[src/rtl/assert_macros.svh]
// ----------------------------------------------------------------------------
// Assertion macros shared by the RTL files.
// Each macro expands to one labeled concurrent assertion on a rising clock.
// ----------------------------------------------------------------------------
`ifndef ASSERT_MACROS_SVH
`define ASSERT_MACROS_SVH

// Property must hold at every rising edge while reset is low.
`define ASSERT_ALWAYS(lbl, clk, rst, prop, msg) \
   lbl: assert property (@(posedge clk) disable iff (rst) (prop)) else $error(msg);

// When the antecedent holds, the consequent must hold in the next cycle.
`define ASSERT_NEXT(lbl, clk, rst, ante, cons, msg) \
   lbl: assert property (@(posedge clk) disable iff (rst) (ante) |=> (cons)) \
      else $error(msg);

`endif

[src/rtl/smd_pkg.sv]
// ----------------------------------------------------------------------------
// smd_pkg
// Shared types and constants for the sorted merge with duplicate removal.
// ----------------------------------------------------------------------------
`default_nettype none

package smd_pkg;

   // Default number of entries in each list store.
   localparam int DEPTH_DEFAULT = 32;

   // Width of one list element.
   localparam int DATA_W = 32;

   // Width of the operation code on the request side.
   localparam int OP_W = 2;

   // Operation codes carried on the request tuser.
   typedef enum logic [OP_W-1:0] {
      OP_PUSH_A = 2'd0,
      OP_PUSH_B = 2'd1,
      OP_RUN    = 2'd2,
      OP_NONE   = 2'd3
   } op_type;

   // Sequencer states, one-hot.
   typedef enum logic [3:0] {
      ST_IDLE  = 4'b0001,
      ST_SEL   = 4'b0010,
      ST_EMIT  = 4'b0100,
      ST_FINAL = 4'b1000
   } state_type;

endpackage

`default_nettype wire

[src/rtl/smd_ram.sv]
// ----------------------------------------------------------------------------
// smd_ram
// Generic single-write, single-read RAM with a registered read port.
// ----------------------------------------------------------------------------
`default_nettype none

module smd_ram #(
   parameter  int WIDTH  = 32,
   parameter  int DEPTH  = 32,
   localparam int ADDR_W = (DEPTH > 1) ? $clog2(DEPTH) : 1
) (
   input  wire logic              clock,
   input  wire logic              wr_en,
   input  wire logic [ADDR_W-1:0] wr_addr,
   input  wire logic [WIDTH-1:0]  wr_data,
   input  wire logic [ADDR_W-1:0] rd_addr,
   output logic      [WIDTH-1:0]  rd_data
);

   logic [WIDTH-1:0] mem_ff [DEPTH];
   logic [WIDTH-1:0] rd_data_ff;

   // Write port.
   always_ff @(posedge clock) begin
      if (wr_en) begin
         mem_ff[wr_addr] <= wr_data;
      end
   end

   // Registered read port.
   always_ff @(posedge clock) begin
      rd_data_ff <= mem_ff[rd_addr];
   end

   assign rd_data = rd_data_ff;

endmodule

`default_nettype wire

[src/rtl/sorted_merge_dedup.sv]
// ----------------------------------------------------------------------------
// sorted_merge_dedup
// Merges two pushed lists of signed values and drops repeated values.
// ----------------------------------------------------------------------------
// A push beat (tuser 0 for list A, 1 for list B) is taken while the block is
// idle and leaves it ready; a push into a full list is dropped and sets the
// overflow flag. A run beat (tuser 2) keeps the block busy through a select
// and an emit state per merged element and a final state, and longer while
// the result side stalls. Each element needs both states for the one signed
// comparator, shared by the head compare of the merge and the compare with
// the pending element in thinning, and for the registered list RAM reads. A
// run with both lists empty gives no beat and only clears the overflow flag.
// Result beats carry the element in tdata, the final one is marked by tlast,
// and tuser carries the overflow flag as it stood when the run began.
// ----------------------------------------------------------------------------
`default_nettype none

`include "assert_macros.svh"

module sorted_merge_dedup #(
   parameter int DEPTH = smd_pkg::DEPTH_DEFAULT
) (
   input  wire logic                      clock,
   input  wire logic                      reset,
   input  wire logic                      req_tvalid,
   output logic                           req_tready,
   input  wire logic [smd_pkg::DATA_W-1:0] req_tdata,  // [31:0] value
   input  wire logic [smd_pkg::OP_W-1:0]   req_tuser,  // [1:0] operation
   output logic                           rsp_tvalid,
   input  wire logic                      rsp_tready,
   output logic      [smd_pkg::DATA_W-1:0] rsp_tdata,  // [31:0] value_res
   output logic                           rsp_tlast,
   output logic                           rsp_tuser   // [0] overflow
);

   import smd_pkg::*;

   localparam int AW = (DEPTH > 1) ? $clog2(DEPTH) : 1;
   localparam int CW = $clog2(DEPTH + 1);
   localparam logic [CW-1:0] FULL = CW'(DEPTH);

   state_type state_ff, state_in;

   logic [CW-1:0] cnt_a_ff, cnt_a_in;
   logic [CW-1:0] cnt_b_ff, cnt_b_in;
   logic [CW-1:0] ia_ff, ia_in;
   logic [CW-1:0] ib_ff, ib_in;
   logic          ovf_ff, ovf_in;
   logic          have_pend_ff, have_pend_in;
   logic [DATA_W-1:0] pend_ff, pend_in;
   logic [DATA_W-1:0] cand_ff, cand_in;

   logic              out_valid_ff, out_valid_in;
   logic [DATA_W-1:0] out_data_ff, out_data_in;
   logic              out_last_ff, out_last_in;
   logic              out_ovf_ff, out_ovf_in;

   logic              accept;
   op_type            op;
   logic              out_load;
   logic              wr_a, wr_b;
   logic [DATA_W-1:0] a_dat, b_dat;
   logic              a_left, b_left;
   logic [DATA_W-1:0] cmp_x, cmp_y;
   logic              cmp_lt;
   logic              take_a;
   logic              emit_need;

   assign req_tready = (state_ff == ST_IDLE);
   assign accept     = req_tvalid && req_tready;
   assign op         = op_type'(req_tuser);
   assign out_load   = !out_valid_ff || rsp_tready;

   // Push writes land at the current fill count of the chosen list.
   assign wr_a = accept && (op == OP_PUSH_A) && (cnt_a_ff != FULL);
   assign wr_b = accept && (op == OP_PUSH_B) && (cnt_b_ff != FULL);

   smd_ram #(.WIDTH(DATA_W), .DEPTH(DEPTH)) u_ram_a (
      .clock   (clock),
      .wr_en   (wr_a),
      .wr_addr (cnt_a_ff[AW-1:0]),
      .wr_data (req_tdata),
      .rd_addr (ia_ff[AW-1:0]),
      .rd_data (a_dat)
   );

   smd_ram #(.WIDTH(DATA_W), .DEPTH(DEPTH)) u_ram_b (
      .clock   (clock),
      .wr_en   (wr_b),
      .wr_addr (cnt_b_ff[AW-1:0]),
      .wr_data (req_tdata),
      .rd_addr (ib_ff[AW-1:0]),
      .rd_data (b_dat)
   );

   assign a_left = (ia_ff != cnt_a_ff);
   assign b_left = (ib_ff != cnt_b_ff);

   // Shared signed comparator: list heads while selecting, pending against
   // candidate while thinning.
   always_comb begin
      if (state_ff == ST_SEL) begin
         cmp_x = a_dat;
         cmp_y = b_dat;
      end else begin
         cmp_x = pend_ff;
         cmp_y = cand_ff;
      end
   end
   assign cmp_lt = $signed(cmp_x) < $signed(cmp_y);

   // Ties go to list B.
   assign take_a    = a_left && (!b_left || cmp_lt);
   assign emit_need = have_pend_ff && cmp_lt;

   // Sequencer and datapath next-state logic.
   always_comb begin
      state_in     = state_ff;
      cnt_a_in     = cnt_a_ff;
      cnt_b_in     = cnt_b_ff;
      ia_in        = ia_ff;
      ib_in        = ib_ff;
      ovf_in       = ovf_ff;
      have_pend_in = have_pend_ff;
      pend_in      = pend_ff;
      cand_in      = cand_ff;
      out_valid_in = out_valid_ff && !rsp_tready;
      out_data_in  = out_data_ff;
      out_last_in  = out_last_ff;
      out_ovf_in   = out_ovf_ff;

      unique case (state_ff)
         ST_IDLE: begin
            if (accept) begin
               unique case (op)
                  OP_PUSH_A: begin
                     if (cnt_a_ff == FULL) begin
                        ovf_in = 1'b1;
                     end else begin
                        cnt_a_in = cnt_a_ff + CW'(1);
                     end
                  end
                  OP_PUSH_B: begin
                     if (cnt_b_ff == FULL) begin
                        ovf_in = 1'b1;
                     end else begin
                        cnt_b_in = cnt_b_ff + CW'(1);
                     end
                  end
                  OP_RUN: begin
                     have_pend_in = 1'b0;
                     if (a_left || b_left) begin
                        state_in = ST_SEL;
                     end else begin
                        ovf_in = 1'b0;
                     end
                  end
                  default: begin
                  end
               endcase
            end
         end

         ST_SEL: begin
            if (take_a) begin
               cand_in = a_dat;
               ia_in   = ia_ff + CW'(1);
            end else begin
               cand_in = b_dat;
               ib_in   = ib_ff + CW'(1);
            end
            state_in = ST_EMIT;
         end

         ST_EMIT: begin
            if (!emit_need || out_load) begin
               if (emit_need) begin
                  out_valid_in = 1'b1;
                  out_data_in  = pend_ff;
                  out_last_in  = 1'b0;
                  out_ovf_in   = ovf_ff;
               end
               pend_in      = cand_ff;
               have_pend_in = 1'b1;
               if (a_left || b_left) begin
                  state_in = ST_SEL;
               end else begin
                  state_in = ST_FINAL;
               end
            end
         end

         ST_FINAL: begin
            if (out_load) begin
               out_valid_in = 1'b1;
               out_data_in  = pend_ff;
               out_last_in  = 1'b1;
               out_ovf_in   = ovf_ff;
               cnt_a_in     = '0;
               cnt_b_in     = '0;
               ia_in        = '0;
               ib_in        = '0;
               ovf_in       = 1'b0;
               have_pend_in = 1'b0;
               state_in     = ST_IDLE;
            end
         end

         default: begin
            state_in = ST_IDLE;
         end
      endcase
   end

   // Control registers.
   always_ff @(posedge clock) begin
      if (reset) begin
         state_ff     <= ST_IDLE;
         cnt_a_ff     <= '0;
         cnt_b_ff     <= '0;
         ia_ff        <= '0;
         ib_ff        <= '0;
         ovf_ff       <= 1'b0;
         have_pend_ff <= 1'b0;
         out_valid_ff <= 1'b0;
      end else begin
         state_ff     <= state_in;
         cnt_a_ff     <= cnt_a_in;
         cnt_b_ff     <= cnt_b_in;
         ia_ff        <= ia_in;
         ib_ff        <= ib_in;
         ovf_ff       <= ovf_in;
         have_pend_ff <= have_pend_in;
         out_valid_ff <= out_valid_in;
      end
   end

   // Payload registers.
   always_ff @(posedge clock) begin
      pend_ff     <= pend_in;
      cand_ff     <= cand_in;
      out_data_ff <= out_data_in;
      out_last_ff <= out_last_in;
      out_ovf_ff  <= out_ovf_in;
   end

   assign rsp_tvalid = out_valid_ff;
   assign rsp_tdata  = out_data_ff;
   assign rsp_tlast  = out_last_ff;
   assign rsp_tuser  = out_ovf_ff;

   // Checks on the sequencer.
   `ASSERT_ALWAYS(a_cnt_bound, clock, reset, (cnt_a_ff <= FULL) && (cnt_b_ff <= FULL), "list count beyond depth")
   `ASSERT_ALWAYS(a_idx_bound, clock, reset, (ia_ff <= cnt_a_ff) && (ib_ff <= cnt_b_ff), "read index passed fill count")
   `ASSERT_NEXT(a_run_busy, clock, reset, accept && (op == OP_RUN) && (a_left || b_left), !req_tready, "run with data did not start")
   `ASSERT_NEXT(a_final_last, clock, reset, (state_ff == ST_FINAL) && out_load, rsp_tvalid && rsp_tlast && req_tready, "final beat not marked last")

endmodule

`default_nettype wire
[config.mk]
export PLATFORM = sky130hd
export DESIGN_NAME = sorted_merge_dedup
export DESIGN_NICKNAME = d
export VERILOG_FILES = /design/src/rtl/smd_pkg.sv /design/src/rtl/smd_ram.sv /design/src/rtl/sorted_merge_dedup.sv
export VERILOG_INCLUDE_DIRS = /design/src /design/src/rtl
export SDC_FILE = /design/constraint.sdc
export NUM_CORES = 2
export LEC_CHECK = 0
export BUFFER_PORTS_ARGS = -buffer_cell sky130_fd_sc_hd__buf_4
export CAP_MARGIN = 15
export CORE_ASPECT_RATIO = 1.5
export CORE_MARGIN = 2
export CORE_UTILIZATION = 30
export DETAILED_ROUTE_END_ITERATION = 6
export PLACE_DENSITY = 0.43
export SYNTH_ARGS = -nofsm -noshare
export SYNTH_HDL_FRONTEND = slang
export SYNTH_SLANG_ARGS = --single-unit
[constraint.sdc]
create_clock -name clock -period 18.05 [get_ports clock]
set_input_delay 1.805 -clock clock [delete_from_list [all_inputs] [get_ports clock]]
set_output_delay 1.805 -clock clock [all_outputs]
set_load 0.01 [all_outputs]
After elaboration in Yosys (flattened, before gate mapping)
Memory sizes are Yosys's and may differ from the RTL's. A register that Yosys moved wholly into a read port is not among the register bits.
Index checks and enable logic that the tools add are counted.
{"block": "totals", "inputBits": 38, "mem_count": 2, "mem_bits_ro": 0, "ram_bits": 2048, "out_inout_bits": 36, "latch_bits": 0, "elab_cells": 132, "reg_bits": 129}
{"memory": "u_ram_a.mem_ff", "depth": 32, "word_bits": 32, "rd": 1, "rd_ports_with_merged_regs": 1, "write_ports": 1, "line": "smd_ram.sv:20", "text": "logic [WIDTH-1:0] mem_ff [DEPTH];"}
{"memory": "u_ram_b.mem_ff", "depth": 32, "word_bits": 32, "rd": 1, "rd_ports_with_merged_regs": 1, "write_ports": 1, "line": "smd_ram.sv:20"}
{"block": "classes", "reduce_logical": 30, "n_bitwise": 0, "multipliers": 0, "n_lt_le_gt_ge": 1, "shift": 0, "n_div": 0, "n_mux": 54, "eq_ne": 28, "addsub": 4}
{"cell": "$mux W32", "n": 6}
{"cell": "$pmux W32 S2", "n": 1}
{"cell": "$mux W6", "n": 9}
{"cell": "$pmux W6 S2", "n": 4}
{"cell": "$lt A32 B32 Y1", "n": 1}
{"cell": "$add A6 B1 Y6 const B", "n": 4}
{"cell": "$mux W4", "n": 6}
{"cell": "$mux W1", "n": 21}
{"cell": "$reduce_and A5 Y1", "n": 4}
{"cell": "$pmux W4 S4", "n": 1}
{"cell": "$ne A2 B2 Y1 const B", "n": 7}
{"cell": "$eq A6 B6 Y1 const B", "n": 2}
{"cell": "$ne A6 B6 Y1", "n": 2}
{"cell": "$ne A6 B6 Y1 const B", "n": 2}
{"cell": "$ne A2 B1 Y1 const B", "n": 5}
{"cell": "$logic_and A1 B1 Y1", "n": 8}
{"cell": "$pmux W1 S2", "n": 4}
{"cell": "$reduce_and A7 Y1", "n": 1}
{"cell": "$ne A3 B2 Y1 const B", "n": 2}
{"cell": "$pmux W1 S3", "n": 2}
{"cell": "$reduce_and A3 Y1", "n": 2}
{"cell": "$reduce_bool A2 Y1", "n": 3}
{"cell": "$eq A4 B1 Y1 const B", "n": 1}
{"cell": "$eq A4 B2 Y1 const B", "n": 1}
{"cell": "other kinds (12)", "n": 18}

Depth between registers and ports, before layout
{"block": "logic_depth", "ltp_word": 8, "depth_mapped": 18, "ltp_nobuf": 13}

By module
From an unflattened synthesis, not the netlist that was laid out.
{"block": "unflattened", "cells_unflattened": 5080, "hier_area_um2": 87579.0}
{"module": "smd_ram at u_ram_a", "cells_per_inst": 2260, "area_each_um2": 40492.6, "instances": 1, "seq_area_each_um2": 31390.1}
{"module": "smd_ram at u_ram_b", "cells_per_inst": 2260, "area_each_um2": 40485.1, "instances": 1, "seq_area_each_um2": 31390.1}
{"module": "sorted_merge_dedup", "cells_per_inst": 560, "area_each_um2": 6601.3, "instances": 1, "seq_area_each_um2": 3563.4}

Worst setup path after synthesis
No wires, ideal clock.
{"block": "synth_path", "path_kind": "register to register", "start": "reg state_ff[3]", "end": "reg pend_ff[0], enable pin", "arrival_time_ps": 5458, "required_time_ps": 17618, "stages_incl_launch_ff": 16, "slack_ps": 12160, "period_less_slack_ps": 5890, "setup_time_ps": 432, "path_cell_list": "dfxtp_1 > or4b_1 > buf_2 > clkinv_4 > clkbuf_1 > nand2_1 > nand2_1 > ha_1 > nand4_1 > nor3_1 > a211o_1 > a211o_1 > a21oi_1 > xnor2_1 > nor2_1 > a21oi_1"}
{"block": "synth_between", "elab_chain_cells": 7, "elab_cells_between_ends": 9, "cone_classes": "order compare (1); eq/ne (2); mux (2); reduce/logical (4)"}
{"item": "from (decl)", "line": "sorted_merge_dedup.sv:42", "text": "state_type state_ff, state_in;"}
{"item": "from (signal assigned)", "line": "sorted_merge_dedup.sv:227", "text": "state_ff <= state_in;"}
{"item": "$eq A4 B2 Y1", "line": "sorted_merge_dedup.sv:102", "text": "if (state_ff == ST_SEL) begin"}
{"item": "$mux W32", "line": "sorted_merge_dedup.sv:102"}
{"item": "$lt A32 B32 Y1", "line": "sorted_merge_dedup.sv:110", "text": "assign cmp_lt = $signed(cmp_x) < $signed(cmp_y);"}
{"item": "$logic_and A1 B1 Y1", "line": "sorted_merge_dedup.sv:114", "text": "assign emit_need = have_pend_ff && cmp_lt;"}
{"item": "$logic_not A1 Y1", "line": "sorted_merge_dedup.sv:176", "text": "if (!emit_need || out_load) begin"}
{"item": "$logic_or A1 B1 Y1", "line": "sorted_merge_dedup.sv:176"}
{"item": "$reduce_and A2 Y1 (no source line) *"}
{"item": "to (signal assigned)", "line": "sorted_merge_dedup.sv:240", "text": "pend_ff <= pend_in;"}
{"item": "to (decl)", "line": "sorted_merge_dedup.sv:50", "text": "logic [DATA_W-1:0] pend_ff, pend_in;"}
Mark *: on every way between the ends. The rest lies on a longest branch, timed or not.
A chain may end at the register's enable or synchronous reset.

Worst setup path in the final report
{"block": "layout_path", "start": "reg state_ff[1]", "end": "reg pend_ff[4], enable pin"}
Same word-level chain as after synthesis.

==> impl_results.md <==
* Register area at roughly 66000 µm²
* Final setup violating endpoints at 0
* Total nets after synthesis at approximately 3.7k
* Number of port buffers at 73
* Status: completed
* Largest family of logic cells by synthesized area: multiplexers
* Largest cells by area after synthesis: edfxtp_1 75%, mux4_2 17%, dfxtp_1 2.2%
* Pwr dens at around 110 nW/µm²
* Clock Skews at around 0.052 ns
* Async set-or-reset flop fraction in the synthesized netlist at 0%
* Period Utilization, post-route at between 20% and 30%
* I/O pin total at 74
* Postcts setup bufs at 0
* Setup crit start kind: flop
* Placement Rows at 240
* Clock network power share at roughly 44%
* Compound-cell area share of the yosys netlist at 0.475%
* Crit end category: flop
* WL met1 at roughly 95000 µm
* NetSw at roughly 0.0022 W
* Routed Antenna Nets at 0
* RSZ-0062 raised after global routing: false
* Largest net degree at the start of global routing at between 100 and 150
* Post-synthesis adder-cell area fraction at less than 1%
* Commonest cells in the netlist: 2146 x edfxtp_1, 640 x mux4_2, 128 x clkbuf_1
* Number of flops mapped to enable cells by yosys at around 2.1k
* Hold Fails Final Rpt at 0
* First-pass GRT wire length at roughly 330000 µm
* Worst skew pair latency at 0.87 ns
* Met3 WL at around 8000 µm
* Sink Count at approximately 2.2k
* Vias at roughly 38k
* Drt pass-1 iters at 5
* Top-count cell post-synth: edfxtp_1
* CTS H-tree depth at 4
* Internal power at ~0.0085 W
* Total core area at 284000 µm²
* Xor/xnor share of the synthesized area at 0.277%
* Post-synthesis register bit count at roughly 2.2k
* Cells after synthesis at roughly 3.6k
* Routability cong. at roughly 0.75
* Layout cell share with drive strength beyond 1 at between 30% and 40%
* DIE AREA at a little under 300000 µm²
* Synth Warn # at 0
* Avg Cell Area, Syn at between 20 and 25 µm²
* Final Net Count at roughly 3.9k
* Synth cell types at 54
* Hold crit path type: flop to flop
* Root Buffer: clkbuf_16
* # resized after CTS at 0
* Sw Ratio at approximately a fifth
* Max_cap viols at 0
* Kind of critical path: flop to flop
* Fill cell count at ~26k
* DRC at 0
* Synth top area share at approximately three quarters
* Hold_buf cts at 0
* VDD IR max at 78.6 µV
* Syn-to-layout area delta at 15.3%
* Leak Pwr at between 20 and 30 nW
* Die X at 440 µm
* Mux cell area share after synthesis at between 10% and 20%
* Max Slew Vio Count at 0
* Overall Global Routing Usage at approximately 16%
* Area of the multi-input gates at between 15000 and 20000 µm²
* Via density at just under 5
* Worst slew pin tran at about 1.1 ns
* Clock buffer count from CTS at 221
* CTS tree: done
* Clock Tree Buf Depth at 4
* Number of global-route vias before repair at 41.0k
* Final core utilization at a little over a third
* Post-layout minimum cycle time at a little under 5 ns
* DRT Wirelength at about 240000 µm
* Worst-path clk slew at about 0.06 ns
* DIE HEIGHT at around 660 µm
* Total negative slack at 0 ns
* Initial Util at a little under a third
* Drt wl/cell at between 30 and 40 µm
* Grt ovf at 0
* Yosys top cell by area: edfxtp_1
* Synth Flop Type: edfxtp_1
* Arr. time, crit path at between 5 and 6 ns
* Simple-gate share of the synthesized area at between 1.5 and 2%
* WP data required at 18.58 ns
* Netlist Area Pre-Place at 85400 µm²
* DRT iter0 DRCs at about 3.2k
* Sequential share of power at 53.7%
* Worst rel slew slack at between 20% and 30%
* Comb power frac at approximately 2.7%
* Crit Path Max Fanout at between 70 and 80
* Peak Freq at about 0.20 GHz
* Post-synthesis sequential area ratio at roughly 78%
* Met2 WL post-DR at roughly 130000 µm
* Initial antenna violation count at 15
* Max Used Layer: met5
* DP HPWL at approximately 130000 µm
==> cell families (layout without fill, tap and decap cells) <==
family,Yosys count,in the layout
XOR/XNOR,27,27
AO/OA/AOI/OAI,64,64
multiplexers,769,769
other,0,3
adder cells (fa/ha/maj),44,44
AND/OR/NAND/NOR,292,292
buffers and inverters,194,586
flip-flops,2241,2241
==> worst paths after layout <==
kind | startpoint | endpoint | slack [ns] | depth (start not counted)
max | state_ff[1] | pend_ff[4] | 13.16 | 14
min | cand_ff[17] | pend_ff[17] | 0.45 | 0
max reg2reg | state_ff[1] | pend_ff[4] | 13.16 | 14
min reg2reg | cand_ff[17] | pend_ff[17] | 0.45 | 0
==> cells in the final DEF (no fill, tap or decap), types with 10 or more instances in the layout <==
cell / Yosys / final
ha_1: 44 / 44
edfxtp_1: 2146 / 2146
mux4_2: 640 / 640
buf_4: 0 / 165
clkinv_1: 0 / 26
clkinvlp_4: 0 / 11
nand2_1: 125 / 125
bufinv_16: 0 / 23
nand4_1: 10 / 10
clkbuf_1: 128 / 47
mux2_2: 96 / 96
a21oi_1: 26 / 25
o21ai_0: 10 / 10
mux2i_1: 33 / 33
clkbuf_8: 0 / 17
nor2_1: 91 / 26
xor2_1: 13 / 13
nand3_1: 17 / 17
inv_1: 11 / 11
xnor2_1: 14 / 14
dfxtp_1: 95 / 85
clkinv_2: 0 / 46
clkbuf_16: 0 / 224
nor2_4: 0 / 65
==> power by group through the flow <==
| stage | clock network [W] | logic (W) | registers (W) |
|---|---|---|---|
| 3_3_place_gp | 0 | 0.000295 | 0.00586 |
| 4_1_cts | 0.00481 | 0.000300 | 0.00575 |
| 6_report | 0.00467 | 0.000289 | 0.00575 |
| 5_1_grt | 0.00497 | 0.000318 | 0.00575 |
| 3_5_place_dp | 0 | 0.000299 | 0.00586 |
| 2_1_floorplan | 0 | 0.000145 | 0.00585 |
==> through the flow <==
stage	setup slack (ns)	hold slack (ns)	total power (W)	std cells	instance area (µm²)
after CTS	12.95	0.446	0.0109	7773	98500
after global routing	12.79	0.457	0.0110	7775	98500
after global placement	12.97	0.431	0.00616	7368	91300
final	13.16	0.447	0.0107	7777	98500
after detailed placement	12.98	0.435	0.00616	7368	91300
after floorplan	12.16	0.402	0.00599	3631	85400
==> critical path, stage by stage, from the launching register on <==
cell and delay (ns):
dfxtp_1 0.44, or4b_4 0.52, buf_4 0.43, nand2_1 0.21, nand2_1 0.08, ha_1 0.29, nand4_1 0.13, nor4_1 0.27
o21ai_0 0.12, o21ai_1 0.43, a21oi_1 0.20, xnor2_1 0.26, nor2_1 0.13, a21oi_4 0.59, buf_4 0.40
==> state kept, by name, indices dropped and copies added (netlist names), 32 cells and up <==
register and flops:
u_ram_b.mem_ff 1024, u_ram_b.rd_data 32, u_ram_a.mem_ff 1024, pend_ff 32
rsp_tdata 32, u_ram_a.rd_data 32, cand_ff 32
==> layer usage <==
layer	track usage, %	vias up
met2	30.4	712
li1	-	15800
met1	20.1	21300
met3	2.05	284
met4	3.88	4
met5	0	-
==> final cells by class <==
| type | count | area share, % |
|---|---|---|
| clock buffers | 288 | 6.11 |
| repair buffers | 169 | 1.35 |
| clock inverters | 117 | 1.22 |
| flip-flops and latches | 2241 | 67.4 |
| inverters | 12 | 0.0508 |
| well taps | 3751 | 4.76 |
| diodes | 3 | 0.00762 |
| multi-input cells | 1196 | 19.1 |
(Power assumes the default switching activity.)
